`src/hw/rtl/udv_pkg.sv`:
```
package udv_pkg;

	// coordinate and result field widths
	localparam int COORD_W = 32;
	localparam int OUT_W   = 32;
	// exact difference, its square and the sum of three squares
	localparam int MAG_W   = COORD_W + 1;
	localparam int SQ_W    = 2 * MAG_W;
	localparam int SUM_W   = SQ_W + 2;
	localparam int LANES   = 3;

	typedef struct packed {
		logic signed [COORD_W-1:0] from_x;
		logic signed [COORD_W-1:0] from_y;
		logic signed [COORD_W-1:0] from_z;
		logic signed [COORD_W-1:0] to_x;
		logic signed [COORD_W-1:0] to_y;
		logic signed [COORD_W-1:0] to_z;
	} in_word_t;

	typedef struct packed {
		logic signed [OUT_W-1:0] unit_x;
		logic signed [OUT_W-1:0] unit_y;
		logic signed [OUT_W-1:0] unit_z;
		logic                    zero_length;
	} out_word_t;

	typedef logic [LANES-1:0][SUM_W-1:0] sum_vec_t;

endpackage

```
`src/hw/rtl/udv_div_cell.sv`:
```
module udv_div_cell #(
	parameter int FIRST = 0,
	parameter int T_W   = 63
) (
	input  logic                          clk,
	input  logic                          en,
	input  udv_pkg::sum_vec_t             rem_in,
	input  logic [udv_pkg::SUM_W-1:0]     den_in,
	input  logic [udv_pkg::LANES-1:0][T_W-1:0] quo_in,
	output udv_pkg::sum_vec_t             rem_out,
	output logic [udv_pkg::SUM_W-1:0]     den_out,
	output logic [udv_pkg::LANES-1:0][T_W-1:0] quo_out
);

	udv_pkg::sum_vec_t                    rem_q;
	logic [udv_pkg::SUM_W-1:0]            den_q;
	logic [udv_pkg::LANES-1:0][T_W-1:0]   quo_q;
	logic [udv_pkg::SUM_W-1:0]            trial [udv_pkg::LANES];
	logic [udv_pkg::LANES-1:0]            fits;

	// one restoring division step per lane, shared divisor
	always_comb begin
		for (int c = 0; c < udv_pkg::LANES; c++) begin
			trial[c] = (FIRST != 0) ? rem_in[c] : {rem_in[c][udv_pkg::SUM_W-2:0], 1'b0};
			fits[c]  = (trial[c] >= den_in);
		end
	end

	always_ff @(posedge clk) begin
		if (en) begin
			for (int c = 0; c < udv_pkg::LANES; c++) begin
				rem_q[c] <= fits[c] ? trial[c] - den_in : trial[c];
				quo_q[c] <= {quo_in[c][T_W-2:0], fits[c]};
			end
			den_q <= den_in;
		end
	end

	assign rem_out = rem_q;
	assign den_out = den_q;
	assign quo_out = quo_q;

endmodule

```
`config.mk`:
```
export PLATFORM = sky130hd
export DESIGN_NAME = udv_div_cell
export DESIGN_NICKNAME = d
export VERILOG_FILES = /design/src/hw/rtl/udv_pkg.sv /design/src/hw/rtl/udv_div_cell.sv
export SDC_FILE = /design/constraint.sdc
export NUM_CORES = 1
export LEC_CHECK = 0
export BUFFER_PORTS_ARGS = -buffer_cell sky130_fd_sc_hd__buf_4
export CAP_MARGIN = 40
export CORE_AREA = 2 2 360 362
export DETAILED_ROUTE_END_ITERATION = 8
export DIE_AREA = 0 0 362 364
export SKIP_CTS_REPAIR_TIMING = 1
export SYNTH_ARGS = -nofsm -noshare
export SYNTH_HDL_FRONTEND = slang
export SYNTH_SLANG_ARGS = --single-unit
```
`constraint.sdc`:
```
create_clock -name clk -period 3.85 [get_ports clk]
set_clock_uncertainty 0.05 [all_clocks]
set_input_delay 0 -clock clk [delete_from_list [all_inputs] [get_ports clk]]
set_output_delay 0 -clock clk [all_outputs]
set_load 0.02 [all_outputs]
```
; ---- Word level (Yosys, flattened, before mapping)
; Cells that the tools add are included.
[op_classes]
n_mux = 3
magnitude_cmp = 3
addsub = 3
[ops]
columns = operator, n
row1 = 68-bit >= comparator, 3
row2 = 68-bit 2-to-1 mux, 3
row3 = 68-bit subtractor, 3
[totals]
reg_bits = 461
elab_cells = 19

; ---- Longest topological paths before layout
; Gate-level depths: netlist of run 1.
[depth]
ltp_word = 2
ltp_mapped = 17

; ---- Least setup slack after synthesis of run 1
; No wires, ideal clock.
[synth_timing]
path_kind = input to register
from = in den_in[17] (netlist name)
to = reg rem_q, in the netlist rem_out[179], data pin
path_stages = 14
setup_slack_ns = 0.765
path_buffers = 1
required_ns = 3.545
arrival_time_ns = 2.779
setup_ns = 0.255
cell_sequence = inv_1 -> ha_1 -> buf_2 -> nand4_2 -> nor4_4 -> nand4_1 -> o21ai_1 -> nor3_1 -> o41a_1 -> o311ai_4 -> nand2_2 -> or4_4 -> o211ai_2 -> nor2_1
[synth_between]
elab_chain_cells = 2
elab_cells_between_ends = 3
[synth_rtl]
columns = item, line
row1 = "start, declared", udv_div_cell.sv:8  ; input logic [udv_pkg::SUM_W-1:0] den_in,
row2 = 68-bit subtractor / 68-bit >= comparator (equally long branches), "udv_div_cell.sv:32, udv_div_cell.sv:25"
row3 = 68-bit 2-to-1 mux (*), udv_div_cell.sv:32  ; rem_q[c] <= fits[c] ? trial[c] - den_in : trial[c];
row4 = "end signal, assigned by index", udv_div_cell.sv:32
row5 = "end, declared", udv_div_cell.sv:15  ; udv_pkg::sum_vec_t rem_q;
; Mark *: on every way between the ends. The rest lies on a longest branch, timed or not.
; A chain may end at the register's enable or synchronous reset.

; ---- Worst setup path after layout of run 1
[layout_timing]
from = in rem_in[86] (netlist name)
to = reg rem_q, in the netlist rem_out[73], data pin
[layout_between]
elab_chain_cells = 2
[layout_rtl]
columns = item, line
row1 = "start, declared", udv_div_cell.sv:7  ; input udv_pkg::sum_vec_t rem_in,
row2 = 68-bit >= comparator, udv_div_cell.sv:25  ; fits[c] = (trial[c] >= den_in);
row3 = 68-bit 2-to-1 mux, udv_div_cell.sv:32
; Every way passes these cells.

==> flow_results.org, run 1 <==
** STA
- Maximum frequency from static timing analysis :: 0.2638 GHz
- The worst path needs 3.791 ns of the cycle, external delays included.
- Count of pins over their slew limit :: 0
- For the final routed database, the setup TNS stands at 0 ns.
- Relative slew slack :: 0.5208
- The tightest hold path in the finished design has a slack of -0.4517 ns.
- The final count of hold timing violations is 7.
- Endpoints failing setup :: 0
- Ratio of final minimum period to clock period :: 0.9846
- Slew @ Worst Pin :: 0.7095 ns

** Status
- The flow ran to the end, but the final reports show violations.
- Failing checks :: negative hold slack

** Yosys
- After synthesis, the share of flip-flops with an asynchronous set or reset is 0.
- In the synthesized netlist the dominant register cell turns out to be edfxtp_1.
- In this run, synthesis produced a sequential element count of 461.
- After synthesis the cells add up to 0.02832 mm².
- Number of warnings reported in the yosys synthesis log :: 0
- Each instance of the synthesized netlist takes up on average 10.20 µm².
- Cell count after synthesis :: 2776
- Yosys mapped a number of flops with a built-in enable equal to 461.
- Yosys mapped the design onto 84 distinct sky130hd cell types.
- The share of the Yosys chip area taken by registers is 0.4888.
- When the netlist entered floorplanning its net count stood at 3446.

** Floorplanning
- 924 I/O pins were placed.
- Core box area :: 0.1283 mm²
- Vertical die dimension :: 364 µm
- The die covers 0.1318 mm².
- For this configuration, the core starts out at a cell density of 0.2207.
- Die Wd :: 362 µm
- Floorplan row count :: 132

** Worst hold path
- The tightest min-delay check is of the in2reg type.

** Layout
- In the final design database the tool counted 5163 nets.
- Utilization of the core after routing :: 0.3654
- Post-synthesis to final-layout area growth :: 65.58%
- With fillers left out, the area of the finished cells amounts to 0.04689 mm².
- Ratio of cells with drive above 1 in the final layout :: 0.3037

** Pwr
- VDD sags by at most 0.3398 mV.
- Total power divided by cell area :: 397.7 mW/mm²
- Leakage component of the power :: 20.29 nW

** Flow run
- Max-Cap Viols :: 0

** Clock network
- Largest buffer count on any clock path :: 3
- After clock tree synthesis, the clock-pin slew on the worst setup and hold paths is 0.06 ns.
- Sink count of the clock tree :: 461
- Num CTS Buffers :: 60
- Clock tree from TritonCTS :: built
- H-tree lvl count :: 2
- The root buffer cell chosen for the clock tree is clkbuf_16.

** Worst setup path
- On the worst path, the slowest cell contributes a delay of 0.54 ns.
- Largest fanout on the critical path :: 27
- The worst setup path is launched from a primary input.
- CP bufs+invs :: 7
- Critical path endpoint category :: flip-flop
- Critical path's most frequent cell :: buf_4
- The kind of cell with the highest combined delay along the critical path is compound AO/OA/AOI/OAI gates.
- The critical path in this run is classified as in2reg.
- Data required time of the critical path :: 4.17 ns
- Arrival time reported for the critical path endpoint :: 4.11 ns
- Worst-path cell with the longest stage delay :: dlygate4sd3_1
- Ordered list of cells on the worst path :: dlygate4sd3_1 -> buf_4 -> ha_1 -> nand2_1 -> nor4_1 -> buf_4 -> nand3_1 -> a21oi_1 -> o21ai_1 -> buf_4 -> o21ai_1 -> buf_4 -> o31ai_2 -> o21ba_2 -> o211a_4 -> buf_12 -> buf_12 -> o21ai_0

** Routing
- Number of vias per cell after detailed routing :: 4.743
- For this block, the routed nets add up to 143.5 mm of wire.
- Number of DRC violations after detailed routing :: 0
- DRT Pass-1 Iters :: 6
- Antenna viol nets, final :: 0
- After detailed routing, the average wire length per cell comes to 23.03 µm.
- The final route contains 29550 vias.
- Drt first-iter violations :: 2538

** Place
- In this run the cell area measured after placement is 0.03939 mm².
- Detailed placement finished with a half-perimeter wire length of 115.3 mm.
- Port buffering added 917 buffers.
- GP Congestion :: 0.9730

** Global routing
- Sum of overflow across all layers after global routing :: 0
- Largest net degree at the start of global routing :: 89
- Global-route usage over all layers :: 0.1960
- Wire length of the first global-routing pass :: 188.7 mm
- The initial antenna violation count came to 27.
- The via count of the first global-routing pass was 26500.
-- synthesized netlist by cell type (all sizes together), types with 12 or more instances --
library cell,n,area [µm²]
xor2,81,709.4
o211ai,19,147.6
nand3,36,180.2
mux2,19,214.0
nand2,304,1144
buf,50,267.8
or2,12,75.08
and3,15,93.84
clkbuf,65,245.2
o31ai,20,155.1
nor3,36,185.2
inv,133,499.2
a21oi,298,1491
ha,204,2552
nor2,185,694.4
nand4,71,450.4
nand2b,23,143.9
a21o,103,773.2
o21bai,54,405.4
a31oi,26,162.7
nor2b,22,137.6
a211oi,17,127.6
o21ai,250,1251
o21a,20,150.1
xnor2,102,893.4
edfxtp,461,13840
-- report_power, final --
part | internal, mW | switching (mW) | total, mW
sequential | 6.21 | 0.242 | 6.45
combinational | 2.73 | 3.49 | 6.22
clock | 3.48 | 2.50 | 5.98
-- state kept, by name, indices dropped and copies added (netlist names) --
signal	count
den_out	68
rem_out	204
quo_out	189
-- per-stage QoR --
stage / power [mW] / worst slack, ns / hold WS, ns / instances
3_5_place_dp: 12.23 / -0.3323 / 0.1293 / 5568
5_1_grt: 19.38 / -0.009798 / -0.4845 / 6227
3_3_place_gp: 12.24 / -0.3949 / 0.1280 / 5568
4_1_cts: 18.28 / 0.3782 / -0.6067 / 5681
6_report: 18.65 / 0.05933 / -0.4517 / 6231
2_1_floorplan: 9.297 / 0.7654 / 0.04887 / 2776
-- worst paths after layout --
kind / cells past startpoint / slack [ns] / startpoint / to
setup / recovery: 18 / 0.06 / rem_in[86] / rem_out[73]
hold / removal: 1 / -0.45 / den_in[1] / den_out[1]
-- final cells by class --
cell class,instances,area [µm²]
well taps,1675,2096
fillers,12600,81440
flip-flops and latches,461,13840
repair buffers,1770,14850
clock buffers,65,1541
multi-input cells,2067,13480
clock inverters,48,543.0
diodes,12,30.03
inverters,133,500.5
-- logic make-up after synthesis --
kind of cell / Yosys count / synth area share
flip-flops: 461 / 0.4888
AO/OA/AOI/OAI: 898 / 0.1941
buffers and inverters: 248 / 0.03574
multiplexers: 23 / 0.008969
AND/OR/NAND/NOR: 756 / 0.1235
XOR/XNOR: 183 / 0.05660
adder cells (fa/ha/maj): 207 / 0.09225
-- layout by cell type (no fill, tap or decap), drive strengths merged, types with 54 or more instances in the layout --
master | synthesis | layout
clkbuf | 65 | 65
edfxtp | 461 | 461
ha | 204 | 204
a21oi | 298 | 298
nand4 | 71 | 71
a21o | 103 | 103
xnor2 | 102 | 102
o21ai | 250 | 250
dlygate4sd3 | 0 | 538
xor2 | 81 | 81
inv | 133 | 141
buf | 50 | 1232
nand2 | 304 | 304
o21bai | 54 | 54
nor2 | 185 | 185
-- per-layer routing --
| layer | part of all wire | global-route usage |
|---|---|---|
| met5 | 0.00095 | 0 |
| met4 | 0.040 | 0.07255 |
| met3 | 0.061 | 0.04104 |
| met1 | 0.41 | 0.2391 |
| met2 | 0.49 | 0.3387 |
(Power assumes the default switching activity.)
==> run 2: changes to the inputs <==
- BUFFER_PORTS_ARGS: -buffer_cell sky130_fd_sc_hd__buf_4 -> not set
- CAP_MARGIN: 40 -> 20
- DONT_BUFFER_PORTS: not set -> 1
==> run 2 against run 1 <==
Compared with the run above: the flow still finishes with violations (negative hold slack); sequential cell count stayed put; global-route usage is 1.0 points lower; combinational power fell by 32%; worst setup slack improved by 0.032 ns; via count shrank 9.9%; fmax rose by 0.86%; largest cell class is now sequential cells; largest power group unchanged.
==> flow_results.org, run 2 (synthesis gave the netlist of run 1 again) <==
** Status
- The run finished, with violations left.
- The checks that failed: negative hold slack.

** STA
- The final cycle utilization of the critical path came to 0.9762 (-0.008386).
- The number of max-slew violations in the final report is 0 (unchanged).
- The final hold slack is -0.5973 ns (-0.1456 ns).
- Number of hold violations in the final report :: 288 (+281)
- Maximum frequency from static timing analysis :: 0.2661 GHz (+0.86%)
- Aggregate negative setup slack :: 0 ns (unchanged)
- The final period demand of the worst path was 3.758 ns (-0.03228 ns).
- The slew of the pin with the lowest slew margin was 1.373 ns (+0.6633 ns).
- The setup-violating endpoint count in the final report is 0 (unchanged).
- Relative slew slack :: 0.08479 (-0.4360)

** Global routing
- The global-route wire length before repair came to 174.7 mm (-7.4%).
- Sum of overflow across all layers after global routing :: 0 (unchanged)
- The maximum number of pins on one net before global-route repair was 462 (+420%).
- Global-route usage over all layers :: 0.1859 (-0.01003)
- Number of global-route vias before repair :: 22610 (-15%)
- Initial antenna violation count :: 24 (-11%)

** Flow run
- Max-Cap Viols :: 0 (unchanged)

** Routing
- Routed wire length :: 140.2 mm (-2.3%)
- The residual antenna-violating net count after detailed routing came to 0 (unchanged).
- Average routed wire per standard cell :: 25.84 µm (+12%)
- The DRC violation count after routing came to 0 (unchanged).
- The met1 layer wirelength in the final routing is 54.75 mm (-6.3%).
- The detailed route wirelength on metal2 was 68.20 mm (-3.2%).
- DRT Pass-1 Iters :: 5 (-1)
- DR top layer :: met5
- The via count came to 26640 (-9.9%).
- Drt first-iter violations :: 2163 (-15%)
- The routed wire length on met3 came to 11.02 mm (+26%).
- Number of vias per cell after detailed routing :: 4.908 (+3.5%)

** Floorplanning
- Core box area :: 0.1283 mm² (unchanged)
- Floorplan row count :: 132 (unchanged)
- Die Wd :: 362 µm (unchanged)
- Number of top-level pins :: 924 (unchanged)
- The total die area is 0.1318 mm² (unchanged).
- Vertical die dimension :: 364 µm (unchanged)
- The initial core utilization came to 0.2207 (unchanged).

** Layout
- Post-synthesis to final-layout area growth :: 44.44%
- The total number of nets in the final design came to 4360 (-16%).
- The layout filler cell count came to 12890 (+2.3%).
- Largest register FFs :: 204 (unchanged)
- Number of standard cells in the final layout excluding fillers :: 5428 (-13%)
- Commonest cells after routing, fill and taps aside :: dlygate4sd3_1 (728), edfxtp_1 (461), nand2_1 (303)
- The multi-input gate area in the final layout is 0.01348 mm² (unchanged).
- The final core utilization came to 0.3187 (-0.04664).
- Most common cell after layout, fill and taps aside :: dlygate4sd3_1
- The area of all sequential standard cells came to 0.01384 mm² (unchanged).
- The fraction of final layout cells sized beyond drive strength 1 was 0.1001 (-0.2036).

** Pwr
- Power after layout :: 16.72 mW (-10%)
- The power density of the placed cells is 408.6 mW/mm² (+2.7%).
- Maximum VDD drop :: 0.3283 mV (-3.4%)
- The static leakage is 16.14 nW (-20%).

** Worst setup path
- Largest fanout on the critical path :: 9 (-67%)
- STA classifies the critical path startpoint as a primary input.
- Critical path class :: in2reg
- The data arrival at the endpoint of the critical path came to 4.12 ns (about the same).
- Data required time of the critical path :: 4.22 ns (+0.05 ns)
- The critical path's largest stage delay is 0.62 ns (+0.08 ns).
- The worst setup path is captured at a flip-flop.
- The largest individual stage delay along the critical path comes from the cell dlygate4sd3_1.
- The critical path goes through dlygate4sd3_1 -> ha_1 -> and3_1 -> o311ai_0 -> a22oi_1 -> buf_4 -> nand2_1 -> o211a_1 -> nor2_1 -> buf_4 -> a31oi_1 -> o21ai_0 -> xnor2_1 -> o21ai_0 -> dlygate4sd3_1.

** Clock network
- The number of clock sinks seen by CTS is 461 (unchanged).
- Clock tree from TritonCTS :: built
- H-tree lvl count :: 2 (unchanged)
- The number of buffers added by the clock tree synthesis step came to 54 (-10%).
- The root buffer cell chosen for the clock tree is clkbuf_16.
- Largest buffer count on any clock path :: 3 (unchanged)
- Register clock-pin slew on the reported worst setup and hold paths :: 0.06 ns (about the same)

** Place
- Quantity of I/O buffers inserted on ports :: 0 (-100%)
- Total half-perimeter wirelength after legalization and detailed placement :: 107.3 mm (-6.9%)
- Dpl cells :: 4581 (-18%)
- GP Congestion :: 0.9560 (-1.7%)

** Worst hold path
- Min-Delay Path Class :: in2reg
==> run 2: metal layers <==
| metal | up-vias | GRT usage |
|---|---|---|
| met5 | - | 0 |
| met4 | 6 | 0.06078 |
| met3 | 285 | 0.05599 |
| met2 | 1319 | 0.3270 |
| met1 | 12840 | 0.2145 |
| li1 | 12190 | - |
==> run 2: critical path: cells and delay by family <==
family | cells | cell delay, ns
adder cells (fa/ha/maj) | 1 | 0.44
AND/OR/NAND/NOR | 3 | 0.73
AO/OA/AOI/OAI | 6 | 1.25
XOR/XNOR | 1 | 0.17
buffers and inverters | 4 | 1.51
==> run 2: worst paths after layout <==
check             cells past startpoint  slack (ns)        start      endpoint
setup / recovery                     15        0.09  rem_in[166]  rem_out[201]
hold / removal                        0       -0.60    den_in[1]    den_out[1]
==> run 2: power breakdown <==
group	switching, mW	total, mW	internal (mW)
logic	2.27	4.20	1.93
registers	1.09	7.35	6.26
clock network	2.39	5.17	2.78
==> run 2: metrics by stage <==
stage | setup slack (ns) | instance area (µm²)
after global routing | -0.04789 | 40890
after global placement | -0.2599 | 31850
after floorplan | 0.7654 | 28320
after CTS | 0.3684 | 33570
final | 0.09161 | 40900
after detailed placement | -0.3130 | 31850
==> run 2: area by class of cell <==
| type | instances | share of cell area |
|---|---|---|
| antenna | 18 | 0.001101 |
| multi-input combinational | 2067 | 0.3296 |
| tap | 1675 | 0.05124 |
| timing repair buffer | 973 | 0.2253 |
| sequential | 461 | 0.3384 |
| inverter | 133 | 0.01224 |
| clock inverter | 36 | 0.008106 |
| clock buffer | 65 | 0.03405 |
==> run 3: changes to the inputs <==
- ABC_AREA: not set -> 1
- CORE_AREA: 2 2 360 362 -> 2 2 364 366
- DIE_AREA: 0 0 362 364 -> 0 0 366 368
==> run 3 against run 2 <==
Compared with the run above: the run still ends with negative hold slack left; first-iteration DRC count rose by 36%; synthesized cell count increased by 77%; sequential cell count is the same; non-clock buffer count shrank 233; cell count up 38%; clock power is 16% higher; critical endpoint is now rem_out[70].
==> flow_results.org, run 3 <==
** Worst setup path
- Critical path endpoint category :: flip-flop
- The data arrival at the endpoint of the critical path was 3.91 ns (-0.21 ns).
- Data required time of the critical path :: 4.23 ns (about the same)
- Largest fanout on the critical path :: 55 (+46)
- Type of origin of the critical path :: primary input
- Critical path class :: in2reg

** Pwr
- Total power divided by cell area :: 393.7 mW/mm² (-3.6%)
- Maximum VDD drop :: 0.4010 mV (+22%)
- Leakage component of the power :: 22.13 nW (+37%)

** Yosys
- Ranked by instance count, the synthesized netlist is headed by nand2_1 (2018), inv_1 (824), edfxtp_1 (461).
- The number of distinct library cell variants in the gate-level netlist after synthesis was 34 (-60%).
- Flop and latch count out of synthesis :: 461 (unchanged)
- Top-count cell post-synth :: nand2_1
- Post-synth design cell area :: 0.03464 mm² (+22%)
- The biggest area contributor in the post-synthesis netlist is edfxtp_1.
- The mean area per synthesized cell is 7.041 µm² (-31%).
- Synthesized Nets :: 5589 (+62%)
- Proportion of netlist area held by the largest area contributor :: 0.3997 (-0.08916)
- Sequential cell area fraction in the yosys report :: 0.3997 (-0.08916)
- Post-synthesis async set-or-reset flop share :: 0 (unchanged)
- Cell count after synthesis :: 4919 (+77%)
- Number of warnings reported in the yosys synthesis log :: 0 (unchanged)
- Yosys attributes the largest share of cell area to edfxtp_1 (40%), nand2_1 (22%), inv_1 (8.9%).
- The number of synthesized flops with an enable pin is 461 (unchanged).
- Top flip-flop cell by instance count after synthesis :: edfxtp_1

** STA
- RSZ-0062 raised after global routing :: false
- The number of max-slew violations in the final report came to 0 (unchanged).
- The slew of the pin with the lowest slew margin came to 1.210 ns (-0.1627 ns).
- The worst relative slew slack came to 0.1933 (+0.1085).
- The post-route setup TNS was 0 ns (unchanged).
- The final hold slack came to -0.5898 ns (+0.007498 ns).
- The top achievable clock speed came to 0.2831 GHz (+6.4%).
- Setup slack after layout :: 0.3182 ns (+0.2266 ns)
- Ratio of final minimum period to clock period :: 0.9173 (-0.05887)
- The final period demand of the worst path came to 3.532 ns (-0.2266 ns).
- The setup-violating endpoint count in the final report was 0 (unchanged).
- Number of hold violations in the final report :: 318 (+10%)

** Floorplanning
- Starting Density :: 0.2648 (+0.04413)
- The die extent in x came to 366 µm (+1.1%).
- Die Outline Area :: 0.1347 mm² (+2.2%)
- The I/O pin total came to 924 (unchanged).
- The die extent in y was 368 µm (+1.1%).
- Core box area :: 0.1308 mm² (+1.9%)
- Floorplan row count :: 133 (+0.76%)

** Place
- The routability congestion estimate from global placement is 1.004 (+5.0%).
- The number of input and output port buffers inserted came to 0 (unchanged).
- The HPWL after detailed placement came to 156.4 mm (+46%).
- The worst slack after detailed placement was 0.4738 ns (+0.7868 ns).

** Status
- Outcome :: complete, but fails checks
- The final reports fail on negative hold slack.

** Routing
- DRT Pass-1 Iters :: 6 (+1)
- Routed wire length :: 194.0 mm (+38%)
- Number of vias per cell after detailed routing :: 4.735 (-3.5%)
- The via count is 35510 (+33%).
- Drt first-iter violations :: 2939 (+36%)
- Average routed wire per standard cell :: 25.86 µm (+0.11%)
- The DRC violation count after routing is 0 (unchanged).
- Antenna viol nets, final :: 0 (unchanged)

** Global routing
- The initial antenna violation count is 40 (+67%).
- Wire length of the first global-routing pass :: 246.9 mm (+41%)
- The via count of the first global-routing pass came to 31010 (+37%).
- The remaining global-route overflow came to 0 (unchanged).
- Global-route usage over all layers :: 0.2638 (+0.07783)
- The maximum number of pins on one net before global-route repair came to 462 (unchanged).

** Clock network
- TritonCTS built the clock tree.
- The H-tree level count came to 2 (unchanged).
- The clock transition time at the flip-flop clock pins of the worst setup and hold paths was 0.06 ns (about the same).
- The tree is rooted in a clkbuf_16.
- The number of clock sinks seen by CTS came to 461 (unchanged).
- Largest buffer count on any clock path :: 3 (unchanged)
- Num CTS Buffers :: 58 (+7.4%)

** Flow run
- Max-Cap Viols :: 0 (unchanged)

** Layout
- Commonest cells after routing, fill and taps aside :: nand2_1 (2018), inv_1 (824), dlygate4sd3_1 (700)
- Number of fillers in the final layout :: 13880 (+7.7%)
- Most common cell after layout, fill and taps aside :: nand2_1
- The fraction of final layout cells sized beyond drive strength 1 was 0.04945 (-0.05068).
- The number of flip-flops under the largest register name came to 204 (unchanged).
- Compared with the post-synthesis result, the final layout area differs by 32.68%.
- The total number of nets in the final design was 6346 (+46%).

** Worst hold path
- The path class of the tightest hold or removal check is in2reg.
-- run 3: worst paths after layout --
path	slack [ns]	start	endpoint	cells after the start
setup / recovery	0.32	den_in[0]	rem_out[70]	17
hold / removal	-0.59	en	den_out[21]	0
-- run 3: power breakdown --
group	switching [mW]	internal [mW]
Clock	2.49	3.49
Sequential	1.14	6.26
Combinational	3.09	1.61
Total	6.73	11.4
-- run 3: final cells by class --
| class | instances | area, µm² | area share |
|---|---|---|---|
| diodes | 22 | 55.05 | 0.001198 |
| clock buffers | 66 | 1503 | 0.03270 |
| clock inverters | 41 | 523.0 | 0.01138 |
| inverters | 874 | 3281 | 0.07139 |
| multi-input cells | 3541 | 17170 | 0.3737 |
| flip-flops and latches | 461 | 13840 | 0.3012 |
| well taps | 1755 | 2196 | 0.04778 |
| repair buffers | 740 | 7382 | 0.1606 |
-- run 3: metal layers --
metal  vias up  GRT usage  part of all wire
li1      17040          -                 -
met1     16670     0.2943              0.38
met2      1431     0.4583              0.48
met3       327    0.06939             0.072
met4        36     0.1412             0.064
met5         -          0            0.0012
-- run 3: cells by family after synthesis --
kind of cell | after synthesis | synth area share
compound gates | 362 | 0.05607
xor+xnor | 105 | 0.02655
flops | 461 | 0.3997
simple gates | 2867 | 0.3378
fa+ha+maj | 207 | 0.07543
buf+inv | 917 | 0.1045
-- run 3: metrics by stage --
step                hold WS, ns  total power, mW  cells  cell area [µm²]    util
floorplan               0.04887            9.722   4919            34640       -
global placement        0.04895            11.40   6671            36870  0.2819
detailed placement      0.04892            11.40   6671            36870  0.2819
CTS                     -0.6899            17.43   6778            38890  0.2974
global route            -0.6397            18.86   7493            45940  0.3512
finish                  -0.5898            18.09   7500            45960  0.3513
-- run 3: worst max-delay path, stage by stage --
cell,delay [ns]
dlygate4sd3_1,0.79
inv_2,0.40
buf_4,0.29
ha_1,0.16
inv_1,0.04
nor2_1,0.20
nand3_1,0.13
nor2_1,0.26
nand2_1,0.10
nand2_1,0.07
a21oi_1,0.09
nand2_4,0.30
inv_2,0.09
buf_12,0.20
nand2_1,0.10
nand2_1,0.05
dlygate4sd3_1,0.56
